[config.mk]
export PLATFORM = sky130hd
export DESIGN_NAME = positional_list_insert_delete_unit
export DESIGN_NICKNAME = d
export VERILOG_FILES = /design/src/rtl/plid_pkg.sv /design/src/rtl/positional_list_insert_delete_unit.sv /design/src/rtl/plid_ctrl.sv /design/src/rtl/plid_dp.sv
export SDC_FILE = /design/constraint.sdc
export NUM_CORES = 2
export LEC_CHECK = 0
export ABC_CLOCK_PERIOD_IN_PS = 10500
export BUFFER_PORTS_ARGS = -buffer_cell sky130_fd_sc_hd__buf_2
export CAP_MARGIN = 20
export CORE_ASPECT_RATIO = 2
export CORE_MARGIN = 2
export CORE_UTILIZATION = 40
export DETAILED_ROUTE_END_ITERATION = 10
export GPL_ROUTABILITY_DRIVEN = 1
export GPL_TIMING_DRIVEN = 1
export PLACE_DENSITY = 0.64
export SYNTH_ARGS = -nofsm -noshare
export SYNTH_HDL_FRONTEND = slang
export SYNTH_HIERARCHICAL = 1
export SYNTH_SLANG_ARGS = --single-unit
[constraint.sdc]
create_clock -name clk_i -period 10.5 [get_ports clk_i]
set_input_delay 2.1 -clock clk_i [delete_from_list [all_inputs] [get_ports clk_i]]
set_output_delay 2.1 -clock clk_i [all_outputs]
set_load 0.02 [all_outputs]
[src/rtl/plid_pkg.sv]
package plid_pkg;

  localparam int unsigned OpcodeWidth   = 2;
  localparam int unsigned PositionWidth = 5;
  localparam int unsigned ValueWidth    = 32;
  localparam int unsigned StatusWidth   = 2;

  localparam logic [OpcodeWidth-1:0] OPC_INSERT = 2'd0;
  localparam logic [OpcodeWidth-1:0] OPC_DELETE = 2'd1;
  localparam logic [OpcodeWidth-1:0] OPC_LIST   = 2'd2;

  typedef enum logic [StatusWidth-1:0] {
    ST_OK     = 2'd0,
    ST_BADPOS = 2'd1,
    ST_EMPTY  = 2'd2,
    ST_FULL   = 2'd3
  } status_e;

  typedef enum logic {
    CS_IDLE = 1'b0,
    CS_LIST = 1'b1
  } ctrl_state_e;

  // controller to datapath
  typedef struct packed {
    logic exec;        // run the accepted operation
    logic list_start;  // reset the listing index
    logic list_step;   // emit head cell and rotate
  } plid_cmd_t;

  // datapath to controller
  typedef struct packed {
    logic out_free;    // output register can take a result this cycle
    logic count_zero;  // list holds no element
    logic list_final;  // listing index sits on the last element
  } plid_sts_t;

endpackage

[src/rtl/positional_list_insert_delete_unit.sv]
// an insert or delete result is valid the cycle after its input transfer; the first
// listed element is registered from the head cell on the first step of the listing state
// one insert or delete per cycle; listing a nonempty list holds input off until every
// element has been shifted out of the rotating cell chain
// input is also held off while the output register is full and not taken
// reset (rst_ni low, asynchronous) empties the list and drops any pending result
module positional_list_insert_delete_unit import plid_pkg::*; #(
  parameter int unsigned CAPACITY = 16
) (
  input  logic        clk_i,
  input  logic        rst_ni,
  // input stream
  input  logic        s_axis_tvalid,
  output logic        s_axis_tready,
  input  logic [39:0] s_axis_tdata,   // opcode[1:0], position[6:2], value[38:7], pad[39]
  // result stream
  output logic        m_axis_tvalid,
  input  logic        m_axis_tready,
  output logic [31:0] m_axis_tdata,   // value_res[31:0]
  output logic [1:0]  m_axis_tuser,   // status[1:0]
  output logic        m_axis_tlast    // last result of the operation
);

  plid_cmd_t cmd;
  plid_sts_t sts;

  // field unpacking of the input transfer
  logic [OpcodeWidth-1:0]   opcode;
  logic [PositionWidth-1:0] position;
  logic [ValueWidth-1:0]    value;

  assign opcode   = s_axis_tdata[1:0];
  assign position = s_axis_tdata[6:2];
  assign value    = s_axis_tdata[38:7];

  // sequencer: decides when an operation runs and steps listings
  plid_ctrl u_ctrl (
    .clk_i     (clk_i),
    .rst_ni    (rst_ni),
    .s_valid_i (s_axis_tvalid),
    .opcode_i  (opcode),
    .sts_i     (sts),
    .s_ready_o (s_axis_tready),
    .cmd_o     (cmd)
  );

  // cell chain, element count and output register
  plid_dp #(
    .CAPACITY (CAPACITY)
  ) u_dp (
    .clk_i       (clk_i),
    .rst_ni      (rst_ni),
    .cmd_i       (cmd),
    .sts_o       (sts),
    .opcode_i    (opcode),
    .position_i  (position),
    .value_i     (value),
    .m_ready_i   (m_axis_tready),
    .m_valid_o   (m_axis_tvalid),
    .status_o    (m_axis_tuser),
    .value_res_o (m_axis_tdata),
    .last_o      (m_axis_tlast)
  );

endmodule

[src/rtl/plid_ctrl.sv]
module plid_ctrl import plid_pkg::*; (
  input  logic                   clk_i,
  input  logic                   rst_ni,
  input  logic                   s_valid_i,
  input  logic [OpcodeWidth-1:0] opcode_i,
  input  plid_sts_t              sts_i,
  output logic                   s_ready_o,
  output plid_cmd_t              cmd_o
);

  ctrl_state_e state_q, state_d;
  logic        accept;

  assign s_ready_o = (state_q == CS_IDLE) && sts_i.out_free;
  assign accept    = s_valid_i && s_ready_o;

  always_comb begin
    state_d = state_q;
    case (state_q)
      CS_IDLE: begin
        if (accept && (opcode_i == OPC_LIST) && !sts_i.count_zero) begin
          state_d = CS_LIST;
        end
      end
      CS_LIST: begin
        if (sts_i.out_free && sts_i.list_final) begin
          state_d = CS_IDLE;
        end
      end
      default: state_d = CS_IDLE;
    endcase
  end

  always_comb begin
    cmd_o = '0;
    case (state_q)
      CS_IDLE: begin
        if (accept) begin
          if ((opcode_i == OPC_LIST) && !sts_i.count_zero) begin
            cmd_o.list_start = 1'b1;
          end else begin
            cmd_o.exec = 1'b1;
          end
        end
      end
      CS_LIST: begin
        cmd_o.list_step = sts_i.out_free;
      end
      default: cmd_o = '0;
    endcase
  end

  always_ff @(posedge clk_i or negedge rst_ni) begin
    if (!rst_ni) begin
      state_q <= CS_IDLE;
    end else begin
      state_q <= state_d;
    end
  end

  a_no_accept_in_list: assert property (@(posedge clk_i) disable iff (!rst_ni)
    (state_q == CS_LIST) |-> !s_ready_o)
    else $error("input taken while listing");

  a_one_cmd: assert property (@(posedge clk_i) disable iff (!rst_ni)
    $onehot0({cmd_o.exec, cmd_o.list_start, cmd_o.list_step}))
    else $error("more than one datapath command");

  a_list_enter: assert property (@(posedge clk_i) disable iff (!rst_ni)
    cmd_o.list_start |=> (state_q == CS_LIST))
    else $error("listing start without list state");

endmodule

[src/rtl/plid_dp.sv]
module plid_dp import plid_pkg::*; #(
  parameter int unsigned CAPACITY = 16
) (
  input  logic                     clk_i,
  input  logic                     rst_ni,
  input  plid_cmd_t                cmd_i,
  output plid_sts_t                sts_o,
  input  logic [OpcodeWidth-1:0]   opcode_i,
  input  logic [PositionWidth-1:0] position_i,
  input  logic [ValueWidth-1:0]    value_i,
  input  logic                     m_ready_i,
  output logic                     m_valid_o,
  output logic [StatusWidth-1:0]   status_o,
  output logic [ValueWidth-1:0]    value_res_o,
  output logic                     last_o
);

  localparam int unsigned CW   = $clog2(CAPACITY + 1);
  localparam int unsigned IW   = $clog2(CAPACITY);
  localparam int unsigned CMPW = (CW > PositionWidth) ? CW : PositionWidth;

  logic [ValueWidth-1:0] cells_q [CAPACITY];
  logic [ValueWidth-1:0] cells_d [CAPACITY];
  logic [ValueWidth-1:0] up_w    [CAPACITY];
  logic [ValueWidth-1:0] dn_w    [CAPACITY];
  logic [CW-1:0]         count_q, count_d;
  logic [IW-1:0]         idx_q, idx_d;
  logic                  out_valid_q, out_valid_d;
  status_e               status_q, status_d;
  logic [ValueWidth-1:0] value_q, value_d;
  logic                  last_q, last_d;

  logic [CMPW-1:0] pos_ext, count_ext;
  logic [IW-1:0]   ins_idx, del_idx, tail_idx;
  logic            count_zero, count_full, out_free;

  // neighbor taps for shifting
  for (genvar g = 0; g < CAPACITY; g++) begin : g_taps
    assign up_w[g] = cells_q[(g == 0) ? 0 : g - 1];
    assign dn_w[g] = cells_q[(g == CAPACITY - 1) ? g : g + 1];
  end

  assign pos_ext    = CMPW'(position_i);
  assign count_ext  = CMPW'(count_q);
  assign count_zero = (count_q == '0);
  assign count_full = (count_q == CW'(CAPACITY));
  assign ins_idx    = count_zero ? '0 : pos_ext[IW-1:0];
  assign del_idx    = IW'(pos_ext - CMPW'(1));
  assign tail_idx   = IW'(count_q - CW'(1));
  assign out_free   = !out_valid_q || m_ready_i;

  assign sts_o.out_free   = out_free;
  assign sts_o.count_zero = count_zero;
  assign sts_o.list_final = (idx_q == tail_idx);

  always_comb begin
    cells_d     = cells_q;
    count_d     = count_q;
    idx_d       = idx_q;
    out_valid_d = out_valid_q && !m_ready_i;
    status_d    = status_q;
    value_d     = value_q;
    last_d      = last_q;

    if (cmd_i.list_start) begin
      idx_d = '0;
    end

    if (cmd_i.list_step) begin
      out_valid_d = 1'b1;
      status_d    = ST_OK;
      value_d     = cells_q[0];
      last_d      = (idx_q == tail_idx);
      idx_d       = idx_q + IW'(1);
      // rotate the occupied part toward the head
      for (int i = 0; i < CAPACITY; i++) begin
        cells_d[i] = (IW'(i) == tail_idx) ? cells_q[0] : dn_w[i];
      end
    end

    if (cmd_i.exec) begin
      out_valid_d = 1'b1;
      status_d    = ST_OK;
      value_d     = '0;
      last_d      = 1'b1;
      case (opcode_i)
        OPC_INSERT: begin
          if (count_full) begin
            status_d = ST_FULL;
          end else if (!count_zero && (pos_ext > count_ext)) begin
            status_d = ST_BADPOS;
          end else begin
            for (int i = 0; i < CAPACITY; i++) begin
              if (IW'(i) > ins_idx) begin
                cells_d[i] = up_w[i];
              end else if (IW'(i) == ins_idx) begin
                cells_d[i] = value_i;
              end
            end
            count_d = count_q + CW'(1);
          end
        end
        OPC_DELETE: begin
          if (count_zero) begin
            status_d = ST_EMPTY;
          end else if ((pos_ext == '0) || (pos_ext > count_ext)) begin
            status_d = ST_BADPOS;
          end else begin
            value_d = cells_q[del_idx];
            for (int i = 0; i < CAPACITY; i++) begin
              if (IW'(i) >= del_idx) begin
                cells_d[i] = dn_w[i];
              end
            end
            count_d = count_q - CW'(1);
          end
        end
        OPC_LIST: begin
          // only reaches here on an empty list
          status_d = ST_EMPTY;
        end
        default: begin
          out_valid_d = out_valid_q && !m_ready_i;
          status_d    = status_q;
          value_d     = value_q;
          last_d      = last_q;
        end
      endcase
    end
  end

  always_ff @(posedge clk_i or negedge rst_ni) begin
    if (!rst_ni) begin
      count_q     <= '0;
      idx_q       <= '0;
      out_valid_q <= 1'b0;
    end else begin
      count_q     <= count_d;
      idx_q       <= idx_d;
      out_valid_q <= out_valid_d;
    end
  end

  always_ff @(posedge clk_i) begin
    cells_q  <= cells_d;
    status_q <= status_d;
    value_q  <= value_d;
    last_q   <= last_d;
  end

  assign m_valid_o   = out_valid_q;
  assign status_o    = status_q;
  assign value_res_o = value_q;
  assign last_o      = last_q;

  a_count_bound: assert property (@(posedge clk_i) disable iff (!rst_ni)
    count_q <= CW'(CAPACITY))
    else $error("element count above capacity");

  a_count_hold: assert property (@(posedge clk_i) disable iff (!rst_ni)
    !cmd_i.exec |=> $stable(count_q))
    else $error("count moved without an operation");

  a_list_emit: assert property (@(posedge clk_i) disable iff (!rst_ni)
    cmd_i.list_step |=> (m_valid_o && (value_res_o == $past(cells_q[0]))))
    else $error("listing step lost the head element");

endmodule
Word level (Yosys, flattened, before mapping)

Index checks and enable logic that the tools add are counted.

Flip-flop bits (word level): 558
Input port bits: 44
Output and inout port bits: 37

Reductions and logical operators: 27
Equal/unequal tests: 43
Bitwise logic cells: 2
Mux-type cells: 108
Add/subtract/negate cells: 4
Order comparisons: 34

Operator list:

| operator                                                                | number |
|---|---|
| 512-bit two-way mux                                                     | 6 |
| 32-bit two-way mux                                                      | 70 |
| 512-bit case mux with 2 select lines                                    | 1 |
| 32-bit binary-select mux with 4-bit select                              | 1 |
| 4-bit == test, first input constant                                     | 16 |
| 32-bit case mux with 2 select lines                                     | 1 |
| 3-bit by 4-bit == test with 1-bit output, first input constant          | 8 |
| 4-bit >= comparator, first input constant                               | 8 |
| 4-bit > comparator, first input constant                                | 8 |
| 5-bit two-way mux                                                       | 4 |
| 2-bit by 4-bit == test with 1-bit output, first input constant          | 4 |
| 3-bit by 4-bit >= comparator with 1-bit output, first input constant    | 4 |
| 3-bit by 4-bit > comparator with 1-bit output, first input constant     | 4 |
| 1-bit two-way mux                                                       | 13 |
| 2-bit two-way mux                                                       | 6 |
| 4-bit two-way mux                                                       | 3 |
| 5-bit zero test                                                         | 2 |
| 2-bit inequality test, second input constant                            | 5 |
| 5-bit by 3-bit inequality test with 1-bit output, second input constant | 2 |
| 5-bit case mux with 2 select lines                                      | 1 |
| 1-bit by 4-bit == test with 1-bit output, first input constant          | 2 |
| 1-bit by 4-bit >= comparator with 1-bit output, first input constant    | 2 |
| 2-bit by 4-bit >= comparator with 1-bit output, first input constant    | 2 |
| 1-bit by 4-bit > comparator with 1-bit output, first input constant     | 2 |
| 27 further kinds                                                        | 43 |

Depth between registers and ports, before layout

Depth after elaboration: 10
Gate-level depth with buffers: 18
Depth with buffers taken out: 13

By module

Netlist, hierarchy kept.

By module, submodules not included:

| module    | sequential area each (um2) | instances | area each (um2) | cells each |
|---|---|---|---|---|
| plid_dp   | 11871.4                    | 1         | 44166.1         | 5630 |
| plid_ctrl | 25.0                       | 1         | 92.6            | 9 |

Worst setup path after synthesis

No wires, ideal clock.

Path kind: in2reg
Start: input port m_axis_tready
End: register u_dp.value_q[0], in the netlist u_dp/value_res_o[0] (enable)
Arrival: 5447 ps
Stages on the path: 10
Slack: 4621 ps
Setup time: 432 ps
Required time: 10068 ps
Cell sequence: nand2b_1 > buf_4 > and2_1 > clkbuf_1 > clkbuf_1 > clkbuf_1 > buf_1 > buf_1 > nor2_1 > a21oi_1

RTL lines:

| item                 | RTL line                                 | text |
|---|---|---|
| start, declared      | positional_list_insert_delete_unit.sv:18 | `input logic m_axis_tready,` |
| end signal, assigned | plid_dp.sv:147                           | `value_q <= value_d;` |
| end, declared        | plid_dp.sv:30                            | `logic [ValueWidth-1:0] value_q, value_d;` |

==> impl_metrics.tcl <==
set metrics [dict create \
    power_leakage_nw 18.8 \
    grt.total_usage_pct 36.8 \
    end_kind "flip-flop" \
    synthTopCellsByCount "nor2_1 (703), a21oi_1 (574), nand2_1 (526)" \
    synthCells 5639 \
    rows 172 \
    wl_per_cell_um 32.1 \
    first_global_vias 46600 \
    min_period_ns 6.51 \
    yosysTopAreaCellShare_pct 21.7 \
    maxCapViolCount 0 \
    ys.flop_type "dfxtp_1" \
    post_cts_resized 0 \
    ir_drop_v 0.000236 \
    grt_antenna_before_repair 16 \
    die_w_um 239 \
    power_density_nw_per_um2 341 \
    pwr-share-seq_pct 32.8 \
    fmax_mhz 154 \
    fin_skew_ns 0.0329 \
    vias 49400 \
    grt.met3_usage_pct 7.09 \
    synth.most_common_cell "nor2_1" \
    period_share_pct 62.0 \
    placed_area_um2 45400 \
    clk_latency_ns 0.71 \
    grt_pass1_wl_um 314000 \
    comb_power_share_pct 53.1 \
    violations "DRC" \
    clockPowerShare_pct 14.1 \
    hold_buffers 0 \
    root_buffer "clkbuf_16" \
    slew_headroom_pct 15.2 \
    die_area_um2 113000 \
    wl_um 215000 \
    firstDrtPassIters 10 \
    setup_viol 0 \
    numPortBuffers 79 \
    met1_usage_pct 41.0 \
    clockBufferDepth 3 \
    place.gp.congestion 0.996 \
    synth.distinct_cells 84 \
    via_per_inst 7.39 \
    drv_slew 0 \
    overflow 0 \
    synth_seq_cells 558 \
    grt_max_degree 251 \
    start_util_pct 40.3 \
    rsz0062_at_grt "no" \
    antenna_left 0 \
    drt_iter0_drc 7075 \
    cts_sinks 558 \
    hp-class "flip-flop to flip-flop" \
    syn-mean-instance-area_um2 7.85 \
    cts_setup_buffers 0 \
    netSwitchingFraction_pct 48.9 \
    htreeDepth 2 \
    drive_above_1_share_pct 11.5 \
    worstSetupStartpointType "input pin" \
    final_area_um2 47400 \
    die_h_um 474 \
    grtUsageMet2_pct 59.1 \
    area_growth_pct 7.15 \
    p_int_mw 8.25 \
    nets 5309 \
    drc 3 \
    arrival_ns 7.10 \
    cts_made_buffers 54 \
    yosysTopAreaCell "dfxtp_1" \
    ios 81 \
    utilization_pct 43.2 \
    yosys_warnings 6 \
    path_clk_slew_ns 0.07 \
    setup-tns-final_ns 0 \
    worst_pin_slew_ns 1.27 \
    synth_area_um2 44300 \
    cp.required_ns 11.08 \
    p_switching_mw 7.90 \
    cts_tree "done" \
    synth.top_cells.by_area "dfxtp_1 (22%), mux2i_1 (11%), mux4_2 (6.5%)" \
    ys_seq_area_share_pct 26.9 \
    synthArstFlopShare_pct 1.97 \
    dpl.hpwl_um 137000 \
    core-area_um2 110000 \
    top_usage_layer "met2" \
    status "finished with violations" \
    synth_fp_nets 5703 \
    finalHoldViolCount 0 \
    crit_type "input pin to flip-flop" \
    worstPathMaxFanout 24 \
    synth_edf_count 67 \
]
## cell families (layout without fill, tap and decap cells)
| family | Yosys count | count (layout) | share of synthesized area (%) |
|---|---|---|---|
| muxes | 593 | 593 | 17.0 |
| adders and majority gates | 20 | 20 | 0.565 |
| AOI/OAI and AO/OA | 2149 | 2149 | 33.5 |
| DFF | 558 | 558 | 26.9 |
| xor gates and xnor gates | 16 | 16 | 0.334 |
| buffers and inverters | 726 | 377 | 6.77 |
| other | 0 | 9 | 0 |
| and+or+nand+nor | 1577 | 1577 | 14.9 |
## metal layers
metal / share of wire (%) / wire length (um)
met1: 33 / 71400
met2: 46 / 98100
met3: 11 / 22600
met4: 11 / 22600
met5: 0.0051 / 11
## worst paths after layout
path	startpoint	to	slack, ns	cells after the start
min in group asynchronous	rst_ni	u_dp/idx_q[1]	1.28	1
worst max register to register	u_dp/count_ext[0]	u_dp/cells_q[506]	4.45	16
worst min register to register	u_dp/cells_q[340]	u_dp/cells_q[372]	0.53	2
worst min-delay path	u_dp/cells_q[340]	u_dp/cells_q[372]	0.53	2
worst max-delay path	s_axis_tdata[0]	u_dp/cells_q[506]	3.99	13
max in group asynchronous	rst_ni	u_ctrl/state_q	9.00	1
## layout make-up
class	instances	area, um2
Tap cell	1392	1740
Clock inverter	24	315
Clock buffer	77	1620
Multi-Input combinational cell	4355	30000
Fill cell	10900	62300
Timing Repair Buffer	239	1680
Sequential cell	558	11900
Antenna cell	9	22.5
Inverter	37	141
## power by group through the flow
| stage | sequential [mW] | clock, mW | combinational (mW) |
|---|---|---|---|
| global placement | 5.18 | 0 | 8.00 |
| floorplan | 4.44 | 0 | 6.43 |
| finish | 5.29 | 2.29 | 8.58 |
| detailed placement | 5.21 | 0 | 8.26 |
| global route | 5.42 | 2.35 | 9.18 |
| CTS | 5.18 | 2.27 | 8.28 |
## critical path, cell delays in order
cell      delay [ns]
buf_2           0.16
inv_1           0.10
ha_2            0.16
buf_4           0.24
clkinv_1        0.76
buf_4           0.58
a21oi_4         0.93
nand3_1         0.20
o21ai_2         0.16
buf_4           0.43
and2_1          0.48
nor2_1          0.30
a221o_1         0.42
## metrics by stage
| stage | setup WS (ns) | hold slack, ns | instances | power, mW |
|---|---|---|---|---|
| 2_1_floorplan | 4.62 | 0.469 | 5639 | 10.9 |
| 6_report | 3.99 | 0.528 | 6691 | 16.2 |
| 4_1_cts | 4.40 | 0.525 | 6677 | 15.7 |
| 5_1_grt | 4.06 | 0.549 | 6686 | 16.9 |
| 3_5_place_dp | 3.70 | 0.512 | 6576 | 13.5 |
| 3_3_place_gp | 3.75 | 0.493 | 6574 | 13.2 |
## flip-flops by register name, indices dropped and copies added (netlist names)
signal	cells
u_ctrl/state_q	1
u_dp/cells_q	512
u_dp/count_ext	5
u_dp/idx_q	4
u_dp/last_o	1
u_dp/m_valid_o	1
u_dp/status_o	2
u_dp/value_res_o	32
## placed cells by master (no fill, tap or decap), types with 12 or more instances in the layout
cell type  count
a211o_1       23
a211oi_1      93
a21oi_1      565
a21oi_4       12
a221o_1      211
a221oi_1      54
a22o_1        47
a22oi_1      168
a2bb2oi_1     19
a31oi_1       78
a32oi_1       16
and3_1        16
buf_2         78
buf_4        154
clkbuf_16     56
clkbuf_8      14
dfxtp_1      480
edfxtp_1      67
ha_1          16
inv_1         31
mux2i_1      465
mux4_2       128
nand2_1      518
nand3_1      150
nor2_1       685
nor3_1        59
o211ai_1      38
o21a_1        13
o21ai_0      305
o221a_2       18
o221ai_1      99
o22a_1        25
o22ai_1      184
o2bb2ai_1     56
o31ai_1       15
o32a_1        32
or3_1         35
No activity file was read; power rests on OpenSTA's default activity.
